## config.mk

```make
export PLATFORM = sky130hd
export DESIGN_NAME = flagged_frame_parser
export DESIGN_NICKNAME = d
export VERILOG_FILES = /design/src/rtl/core/ffp_pkg.sv /design/src/rtl/core/ffp_parse.sv /design/src/rtl/core/ffp_res_fifo.sv /design/src/rtl/core/flagged_frame_parser.sv
export SDC_FILE = /design/constraint.sdc
export NUM_CORES = 2
export LEC_CHECK = 0
export BUFFER_PORTS_ARGS = -buffer_cell sky130_fd_sc_hd__buf_4
export CORE_ASPECT_RATIO = 1.75
export CORE_MARGIN = 2
export CORE_UTILIZATION = 35
export DETAILED_ROUTE_END_ITERATION = 10
export PLACE_DENSITY_LB_ADDON = 0.2
export SLEW_MARGIN = 20
export SYNTH_ARGS = -nofsm -noshare
export SYNTH_HDL_FRONTEND = slang
export SYNTH_SLANG_ARGS = --single-unit
export TNS_END_PERCENT = 50
```

## constraint.sdc

```tcl
create_clock -name clk -period 8.6 [get_ports clk]
set_input_delay 0.43 -clock clk [delete_from_list [all_inputs] [get_ports clk]]
set_output_delay 0.43 -clock clk [all_outputs]
set_load 0.01 [all_outputs]
```

## src/rtl/core/ffp_pkg.sv

```systemverilog
// shared types, codes and helpers of the flagged frame parser
package ffp_pkg;

  // result item kinds
  localparam logic [1:0] KIND_TEXT    = 2'd0;
  localparam logic [1:0] KIND_DATA    = 2'd1;
  localparam logic [1:0] KIND_SUMMARY = 2'd2;

  // summary status codes
  localparam logic [1:0] ST_INCOMPLETE = 2'd0;
  localparam logic [1:0] ST_CORRECT    = 2'd1;
  localparam logic [1:0] ST_INCORRECT  = 2'd2;
  localparam logic [1:0] ST_UNKNOWN    = 2'd3;

  // unit event commands
  localparam logic [7:0] CMD_STATE  = 8'h0c;
  localparam logic [7:0] CMD_PLAIN  = 8'h0d;
  localparam logic [7:0] CMD_CHANGE = 8'h00;

  localparam logic [8:0] NO_EVENT   = 9'h1ff;
  localparam logic [5:0] TEXT_SHORT = 6'd16;
  localparam logic [5:0] TEXT_LONG  = 6'd32;

  // data bytes kept for event decoding
  localparam int EVB_DEPTH = 5;
  // result queue depth
  localparam int RES_DEPTH = 4;

  typedef struct packed {
    logic [1:0]  kind;
    logic [7:0]  payload_byte;
    logic [1:0]  status;
    logic [62:0] device_number;
    logic [62:0] flag_word;
    logic [5:0]  text_length;
    logic [6:0]  data_length;
    logic [8:0]  event_code;
    logic [7:0]  unit_number;
    logic [7:0]  unit_type;
    logic [7:0]  unit_state;
    logic [7:0]  unit_prev_state;
  } ffp_res_t;

  // results produced by one accepted item
  typedef struct packed {
    logic [1:0] cnt;
    ffp_res_t   first;
    ffp_res_t   second;
  } ffp_push_t;

  // text length from flag bits 4 and 3
  function automatic logic [5:0] text_len(input logic [1:0] b43);
    logic [5:0] len;
    case (b43)
      2'b10:   len = TEXT_SHORT;
      2'b01:   len = TEXT_LONG;
      default: len = 6'd0;
    endcase
    return len;
  endfunction

endpackage

```

## src/rtl/core/ffp_parse.sv

```systemverilog
// frame field tracking, checksum, echo and summary generation
module ffp_parse #(
  parameter int MAX_VARINT_BYTES = 9
) (
  input  logic              clk,
  input  logic              rst_n,
  input  logic              acc,
  input  logic [7:0]        frame_byte,
  input  logic              last,
  output ffp_pkg::ffp_push_t push
);

  localparam int CntW    = $clog2(MAX_VARINT_BYTES + 1);
  localparam int EvbIdxW = $clog2(ffp_pkg::EVB_DEPTH);

  typedef enum logic [2:0] {
    PH_DEV, PH_FLG, PH_TXT, PH_LEN, PH_DAT, PH_CRC, PH_END
  } phase_t;

  phase_t          phase_r, phase_nxt;
  logic [62:0]     accum_r, accum_nxt;
  logic [CntW-1:0] vcnt_r, vcnt_nxt;
  logic [62:0]     dev_r, dev_nxt;
  logic [62:0]     flag_r, flag_nxt;
  logic [6:0]      cnt_r, cnt_nxt;
  logic [6:0]      dlen_r, dlen_nxt;
  logic [7:0]      sum_r, sum_nxt;
  logic            err_r, err_nxt;
  logic [7:0]      evb_r   [ffp_pkg::EVB_DEPTH];
  logic [7:0]      evb_nxt [ffp_pkg::EVB_DEPTH];

  logic [5:0]       sh;
  logic [62:0]      acc_add;
  logic             echo;
  ffp_pkg::ffp_res_t echo_res, summ_res;

  // groups never overlap below bit 63, so or-ing equals the add
  assign sh      = 6'(7 * vcnt_r);
  assign acc_add = accum_r | (63'(frame_byte[6:0]) << sh);

  always_comb begin
    phase_nxt = phase_r;
    accum_nxt = accum_r;
    vcnt_nxt  = vcnt_r;
    dev_nxt   = dev_r;
    flag_nxt  = flag_r;
    cnt_nxt   = cnt_r;
    dlen_nxt  = dlen_r;
    sum_nxt   = sum_r;
    err_nxt   = err_r;
    evb_nxt   = evb_r;
    echo      = 1'b0;
    echo_res              = '0;
    echo_res.payload_byte = frame_byte;
    echo_res.event_code   = ffp_pkg::NO_EVENT;

    if (acc && !err_r) begin
      sum_nxt = sum_r + frame_byte;
      case (phase_r)
        PH_DEV, PH_FLG: begin
          if (frame_byte[7]) begin
            accum_nxt = acc_add;
            vcnt_nxt  = vcnt_r + 1'b1;
            if (vcnt_nxt >= CntW'(MAX_VARINT_BYTES)) err_nxt = 1'b1;
          end else begin
            accum_nxt = '0;
            vcnt_nxt  = '0;
            if (phase_r == PH_DEV) begin
              dev_nxt   = acc_add;
              phase_nxt = PH_FLG;
            end else begin
              flag_nxt = acc_add;
              cnt_nxt  = '0;
              if (ffp_pkg::text_len(acc_add[4:3]) != 6'd0) phase_nxt = PH_TXT;
              else if (acc_add[2]) phase_nxt = PH_LEN;
              else phase_nxt = PH_CRC;
            end
          end
        end
        PH_TXT: begin
          echo          = 1'b1;
          echo_res.kind = ffp_pkg::KIND_TEXT;
          cnt_nxt       = cnt_r + 1'b1;
          if (cnt_nxt >= 7'(ffp_pkg::text_len(flag_r[4:3]))) begin
            cnt_nxt   = '0;
            phase_nxt = flag_r[2] ? PH_LEN : PH_CRC;
          end
        end
        PH_LEN: begin
          if (frame_byte[7]) begin
            err_nxt = 1'b1;
          end else begin
            dlen_nxt  = frame_byte[6:0];
            cnt_nxt   = '0;
            phase_nxt = (frame_byte == 8'd0) ? PH_CRC : PH_DAT;
          end
        end
        PH_DAT: begin
          echo          = 1'b1;
          echo_res.kind = ffp_pkg::KIND_DATA;
          if (cnt_r < 7'(ffp_pkg::EVB_DEPTH)) evb_nxt[cnt_r[EvbIdxW-1:0]] = frame_byte;
          cnt_nxt = cnt_r + 1'b1;
          if (cnt_nxt >= dlen_r) phase_nxt = PH_CRC;
        end
        PH_CRC: begin
          phase_nxt = PH_END;
        end
        default: begin
          // byte after the checksum
          err_nxt = 1'b1;
        end
      endcase
    end

    // summary sees the state after this byte
    summ_res               = '0;
    summ_res.kind          = ffp_pkg::KIND_SUMMARY;
    summ_res.event_code    = ffp_pkg::NO_EVENT;
    summ_res.device_number = dev_nxt;
    summ_res.flag_word     = flag_nxt;
    summ_res.data_length   = dlen_nxt;
    summ_res.text_length   = (phase_nxt >= PH_TXT) ? ffp_pkg::text_len(flag_nxt[4:3]) : 6'd0;
    if (err_nxt) begin
      summ_res.status = ffp_pkg::ST_INCORRECT;
    end else if (phase_nxt != PH_END) begin
      summ_res.status = ffp_pkg::ST_INCOMPLETE;
    end else if (sum_nxt != 8'd0) begin
      summ_res.status = ffp_pkg::ST_INCORRECT;
    end else begin
      summ_res.status = ffp_pkg::ST_CORRECT;
      if (flag_nxt[2:1] == 2'b11 && dlen_nxt >= 7'd3) begin
        summ_res.event_code = {1'b0, evb_nxt[2]};
        if (evb_nxt[2] == ffp_pkg::CMD_STATE && dlen_nxt == 7'd4) begin
          summ_res.unit_number = evb_nxt[0];
          summ_res.unit_type   = evb_nxt[1];
          summ_res.unit_state  = evb_nxt[3];
        end else if (evb_nxt[2] == ffp_pkg::CMD_PLAIN && dlen_nxt == 7'd3) begin
          summ_res.unit_number = evb_nxt[0];
        end else if (evb_nxt[2] == ffp_pkg::CMD_CHANGE && dlen_nxt == 7'd5) begin
          summ_res.unit_number     = evb_nxt[0];
          summ_res.unit_type       = evb_nxt[1];
          summ_res.unit_state      = evb_nxt[3];
          summ_res.unit_prev_state = evb_nxt[4];
        end else begin
          summ_res.status = ffp_pkg::ST_UNKNOWN;
        end
      end
    end

    push        = '0;
    push.first  = echo ? echo_res : summ_res;
    push.second = summ_res;
    if (acc) push.cnt = {1'b0, echo} + {1'b0, last};

    // frame restarts after its summary
    if (acc && last) begin
      phase_nxt = PH_DEV;
      accum_nxt = '0;
      vcnt_nxt  = '0;
      dev_nxt   = '0;
      flag_nxt  = '0;
      cnt_nxt   = '0;
      dlen_nxt  = '0;
      sum_nxt   = '0;
      err_nxt   = 1'b0;
      for (int i = 0; i < ffp_pkg::EVB_DEPTH; i++) evb_nxt[i] = 8'd0;
    end
  end

  always_ff @(posedge clk) begin
    if (!rst_n) begin
      phase_r <= PH_DEV;
      accum_r <= '0;
      vcnt_r  <= '0;
      dev_r   <= '0;
      flag_r  <= '0;
      cnt_r   <= '0;
      dlen_r  <= '0;
      sum_r   <= '0;
      err_r   <= 1'b0;
      for (int i = 0; i < ffp_pkg::EVB_DEPTH; i++) evb_r[i] <= 8'd0;
    end else begin
      phase_r <= phase_nxt;
      accum_r <= accum_nxt;
      vcnt_r  <= vcnt_nxt;
      dev_r   <= dev_nxt;
      flag_r  <= flag_nxt;
      cnt_r   <= cnt_nxt;
      dlen_r  <= dlen_nxt;
      sum_r   <= sum_nxt;
      err_r   <= err_nxt;
      evb_r   <= evb_nxt;
    end
  end

endmodule

```

## src/rtl/core/ffp_res_fifo.sv

```systemverilog
// result queue taking up to two items per cycle and giving one per cycle when popped
module ffp_res_fifo (
  input  logic               clk,
  input  logic               rst_n,
  input  ffp_pkg::ffp_push_t push,
  input  logic               pop,
  output logic               not_empty,
  output logic               no_room,
  output ffp_pkg::ffp_res_t  head
);

  localparam int PtrW = $clog2(ffp_pkg::RES_DEPTH);
  localparam int LvlW = $clog2(ffp_pkg::RES_DEPTH + 1);

  ffp_pkg::ffp_res_t ent_r [ffp_pkg::RES_DEPTH];
  logic [PtrW-1:0]   wr_r, rd_r;
  logic [LvlW-1:0]   lvl_r;
  logic [PtrW-1:0]   wr_next_slot;

  assign wr_next_slot = wr_r + 1'b1;
  assign not_empty    = (lvl_r != '0);
  // room for two results is needed before an item may enter
  assign no_room      = (lvl_r > LvlW'(ffp_pkg::RES_DEPTH - 2));
  assign head         = ent_r[rd_r];

  always_ff @(posedge clk) begin
    if (push.cnt != 2'd0) ent_r[wr_r] <= push.first;
    if (push.cnt == 2'd2) ent_r[wr_next_slot] <= push.second;
  end

  always_ff @(posedge clk) begin
    if (!rst_n) begin
      wr_r  <= '0;
      rd_r  <= '0;
      lvl_r <= '0;
    end else begin
      wr_r  <= wr_r + PtrW'(push.cnt);
      rd_r  <= rd_r + PtrW'(pop);
      lvl_r <= lvl_r + LvlW'(push.cnt) - LvlW'(pop);
    end
  end

endmodule

```

## src/rtl/core/flagged_frame_parser.sv

```systemverilog
// top level of the flagged frame parser
//
//  channel | ports                          | direction | one item is
//  --------+--------------------------------+-----------+------------------------------
//  in      | in_valid in_stall in_frame_byte | sink      | one frame byte, end marker
//          | in_end_of_buffer               |           |
//  out     | out_valid out_stall out_*      | source    | echoed text/data byte or summary
//
// one byte is taken per cycle while in_stall is low; its field update, checksum add and any echo and
// summary are formed in the same cycle and written into a four-entry result queue
// results leave one per cycle while out_stall is low, so a byte that yields echo and summary
// gives the output side two items to send; the queue absorbs that
// in_stall rises whenever fewer than two queue entries are free
// rst_n is synchronous and active low; it empties the queue and starts a new frame
module flagged_frame_parser #(
  parameter int MAX_VARINT_BYTES = 9
) (
  input  logic              clk,
  input  logic              rst_n,
  input  logic              in_valid,
  output logic              in_stall,
  input  logic [7:0]        in_frame_byte,
  input  logic              in_end_of_buffer,
  output logic              out_valid,
  input  logic              out_stall,
  output logic [1:0]        out_kind,
  output logic [7:0]        out_payload_byte,
  output logic [1:0]        out_status,
  output logic [62:0]       out_device_number,
  output logic [62:0]       out_flag_word,
  output logic [5:0]        out_text_length,
  output logic [6:0]        out_data_length,
  output logic signed [8:0] out_event_code,
  output logic [7:0]        out_unit_number,
  output logic [7:0]        out_unit_type,
  output logic [7:0]        out_unit_state,
  output logic [7:0]        out_unit_prev_state
);

  logic               in_acc;
  logic               out_pop;
  logic               no_room;
  ffp_pkg::ffp_push_t push;
  ffp_pkg::ffp_res_t  head;

  // an item enters only when the queue can take both possible results
  assign in_stall = no_room;
  assign in_acc   = in_valid && !no_room;
  assign out_pop  = out_valid && !out_stall;

  // parser: field phases, varint assembly, checksum, event capture
  ffp_parse #(
    .MAX_VARINT_BYTES (MAX_VARINT_BYTES)
  ) u_parse (
    .clk        (clk),
    .rst_n      (rst_n),
    .acc        (in_acc),
    .frame_byte (in_frame_byte),
    .last       (in_end_of_buffer),
    .push       (push)
  );

  // result queue, decouples the two sides
  ffp_res_fifo u_fifo (
    .clk       (clk),
    .rst_n     (rst_n),
    .push      (push),
    .pop       (out_pop),
    .not_empty (out_valid),
    .no_room   (no_room),
    .head      (head)
  );

  // unpack the head item onto the field ports
  assign out_kind            = head.kind;
  assign out_payload_byte    = head.payload_byte;
  assign out_status          = head.status;
  assign out_device_number   = head.device_number;
  assign out_flag_word       = head.flag_word;
  assign out_text_length     = head.text_length;
  assign out_data_length     = head.data_length;
  assign out_event_code      = head.event_code;
  assign out_unit_number     = head.unit_number;
  assign out_unit_type       = head.unit_type;
  assign out_unit_state      = head.unit_state;
  assign out_unit_prev_state = head.unit_prev_state;

endmodule

```

==> results.env <==
STATIC-LEAKAGE-POWER_nW=16.3
POST-ROUTE-PERIOD-UTIL_PCT=60.2
CTSRESIZECOUNT=0
DRT-VIAS-PER-INSTANCE=5.29
CAP_VIOL_MAX_COUNT=0
SYNTH-ASYNC-RESET-RATIO_PCT=0
ROUTE.ANTENNA.REMAINING_NETS=0
POST-ROUTE-DRC-COUNT=0
TOTAL_OF_FLIP_FLOPS_PLUS_LATCHES_AFTER_SYNTHESIS=1018
GRT_UTIL_MET1_PCT=23.2
MAXSLEWHEADROOM_PCT=24.4
DIE-WIDTH_UM=273
YOSYSUNIQUECELLTYPES=89
CP_DATA_REQUIRED_TIME_PS=9150
YOSYS_WARNS=0
PEAKVDDDROP_mV=0.182
GRT_SETUP_UNREPAIRED='no'
YOSYSSEQAREASHARE_PCT=62.2
NUM_ROWS=172
FINAL_CORE_UTIL_PCT=40.2
CORE_UM2=125000
DP_HPWL_UM=76000
CLOCK_TREE.BUFFER_DEPTH=3
GP_CONGESTION=0.821
GLOBAL_ROUTE.USAGE.TOTAL_PCT=19.5
HOLD_PATH.CLASS='input port to register'
POST_DRT_WL_PER_CELL_UM=23.9
FIN_CRIT_PS=5180
FINAL_CELL_MIX='nor2_1, edfxtp_1, dfxtp_1'
PORT_BUFFERS=202
GRT_PASS1_VIAS=29190
H_TREE_LEVELS=3
CLOCK_TREE_FROM_TRITONCTS='yes'
DR.PASS1.ITERS=5
DESIGN.PORTCOUNT=207
INSERTION_DELAY_PS=730
ANTENNA_FOUND_INITIAL=1
FINALNETCOUNT=3642
NUM-FILL-CELLS=11764
ROUTED_WL_UM=127000
POWER.DENSITY_nW_PER_UM2=247
MAPPEDNETLISTAREA_UM2=44200
AREA_GROWTH_PCT=14.1
GRT_USE_MET3_PCT=2.23
FINAL_NUMBER_OF_SETUP_VIOLATING_ENDPOINTS=0
WORST_SETUP_PATH_END_KIND='register'
SEQCELLAREA_UM2=27500
CRITICAL_PATH_PEAK_FANOUT=100
MOSTFREQUENTLAYOUTCELL='nor2_1'
FIRST_DRT_ITERATION_DRCS=1989
MULTI_INPUT_AREA_UM2=15500
SYNTHCELLS=3510
ROUTED-VIA-COUNT=28179
CP.ARRIVAL_PS=5720
FINAL_LAYOUT_SIZE_SUFFIX_GT1_SHARE_PCT=20.1
GLOBAL_ROUTE.USAGE.MET2_PCT=36.3
FINALCLOCKSKEW_PS=49.8
SYNTH-EDFF-COUNT=712
HOLDWS_PS=193
REMAINING_GLOBAL_ROUTE_OVERFLOW=0
GRT-BUSIEST-LAYER='met2'
FINALHOLDVIOLATIONS=0
DIE-AREA_UM2=129000
INITIAL_CORE_UTIL_PCT=35.2
TIMING.SETUP.CRITICAL_PATH_CLASS='register to register'
CTS_MADE_BUFFERS=96
CHIPHEIGHT_UM=474
POST_SYNTH.CELL_AREA_AVG_UM2=12.6
CLK_PIN_SLEW_PS=70
ROOT_BUFFER='clkbuf_16'
SETUP-TNS-FINAL_PS=0
MAXCLOCKFREQUENCY_MHz=193
CP-START-KIND='register'
CTS_NUM_SINKS=1018
MAX_SLEW.WORST_PIN.SLEW_PS=1120
STATUS='completed'
FINALMAXSLEWVIOLATIONS=0
PIN_COUNT_OF_THE_BIGGEST_NET_ENTERING_GLOBAL_ROUTING=137
POST_SYNTH_TOP_FLOP='edfxtp_1'
POSTCTSSETUPBUFFERS=0
GRT_FIRST_PASS_WIRELENGTH_UM=189000
## synth_stat cells, types with 15 or more instances
| master | number | share of area [%] |
|---|---|---|
| a211oi_1 | 17 | 0.29 |
| a21o_1 | 16 | 0.27 |
| a21oi_1 | 231 | 2.6 |
| a22o_1 | 33 | 0.65 |
| a31oi_1 | 28 | 0.40 |
| and2_1 | 33 | 0.47 |
| buf_1 | 44 | 0.37 |
| buf_2 | 15 | 0.17 |
| buf_6 | 17 | 0.43 |
| clkbuf_1 | 191 | 1.6 |
| dfxtp_1 | 306 | 14 |
| edfxtp_1 | 712 | 48 |
| ha_1 | 30 | 0.85 |
| inv_1 | 40 | 0.34 |
| mux2_2 | 16 | 0.41 |
| mux2i_1 | 75 | 1.7 |
| mux4_2 | 191 | 9.7 |
| nand2_1 | 122 | 1.0 |
| nand3_1 | 19 | 0.22 |
| nor2_1 | 873 | 7.4 |
| nor3_1 | 48 | 0.54 |
| nor3_2 | 84 | 1.9 |
| nor4_1 | 21 | 0.30 |
| nor4_2 | 18 | 0.51 |
| o21ai_0 | 22 | 0.25 |
| or3_1 | 105 | 1.5 |
## cell type report
cell class                      count  area share (%)
Multi-Input combinational cell   2179            30.7
Tap cell                         1653            4.10
Timing Repair Buffer              255            4.00
Sequential cell                  1018            54.6
Inverter                           43           0.380
Antenna cell                        1         0.00496
Clock inverter                     40           0.888
Clock buffer                      141            5.40
## per-layer routing
layer / vias up / share of wire, %
met5: - / 0
met4: 0 / 2.5
met3: 165 / 3.8
met2: 658 / 54
met1: 14386 / 40
li1: 12970 / -
## power by group
group          internal (mW)  switching [mW]  leakage, nW  total [mW]
clock                   2.40            1.94         1.54        4.34
combinational           1.10            1.50         5.39        2.60
sequential              5.40           0.127         9.34        5.53
total                   8.90            3.57         16.3        12.5
## logic make-up (layout without fill, tap and decap cells)
group	Yosys count	count (layout)	synth area share (%)
buffers and inverters	316	479	3.06
multiplexers	282	282	11.8
AND/OR/NAND/NOR	1411	1411	15.4
XOR/XNOR	16	16	0.317
adder cells (fa/ha/maj)	36	36	1.12
other	1	5	0.00848
AO/OA/AOI/OAI	430	430	6.06
flip-flops	1018	1018	62.2
## through the flow
| stage | cell area [um^2] | std cells | worst slack [ps] | total power, mW |
|---|---|---|---|---|
| 2_1_floorplan | 44200 | 3513 | 2020 | 7.13 |
| 3_3_place_gp | 47200 | 5147 | 3480 | 8.32 |
| 3_5_place_dp | 47200 | 5147 | 3430 | 8.33 |
| 4_1_cts | 50400 | 5329 | 3400 | 12.7 |
| 5_1_grt | 50400 | 5330 | 3000 | 13.0 |
| 6_report | 50400 | 5330 | 3420 | 12.5 |
## critical path, cell delays in order, from the launching register on
cell	delay (ps)
dfxtp_1	920
ha_1	370
ha_1	190
inv_1	60
fa_1	890
nand2b_1	230
o32ai_1	700
a2bb2oi_1	210
a31oi_1	180
or2_4	460
buf_12	290
nor3_1	290
## sequential cells by signal, summed over array words and instances (netlist names)
register	count
u_fifo.wr_r	2
u_parse.sum_r	8
u_fifo.rd_r	2
u_parse.flag_r	63
u_parse.evb_r	40
u_parse.dev_r	63
u_fifo.ent_r	752
u_parse.accum_r	63
u_parse.vcnt_r	4
u_fifo.lvl_r	3
u_parse.dlen_r	7
u_parse.phase_r	3
u_parse.err_r	1
u_parse.cnt_r	7
## path summary, 6_finish.rpt
| path | endpoint | slack (ps) | start | depth (start not counted) |
|---|---|---|---|---|
| hold / removal | u_fifo.ent_r[0][182]$_SDFFE_PP0P_ | 190 | in_frame_byte[0] | 3 |
| hold reg to reg | u_fifo.ent_r[2][191]$_SDFFE_PP1P_ | 440 | u_fifo.ent_r[2][191]$_SDFFE_PP1P_ | 2 |
| setup / recovery | u_fifo.ent_r[0][9]$_DFFE_PP_ | 3420 | u_parse.vcnt_r[0]$_SDFFE_PP0P_ | 11 |
| setup reg to reg | u_fifo.ent_r[0][9]$_DFFE_PP_ | 3420 | u_parse.vcnt_r[0]$_SDFFE_PP0P_ | 11 |
## repair_timing
action                     in CTS  in global routing
setup endpoints to repair       0                  0
hold buffers                    1                  0
hold endpoints to repair        7                  0
Note: power is estimated with default switching activity, not from simulation.
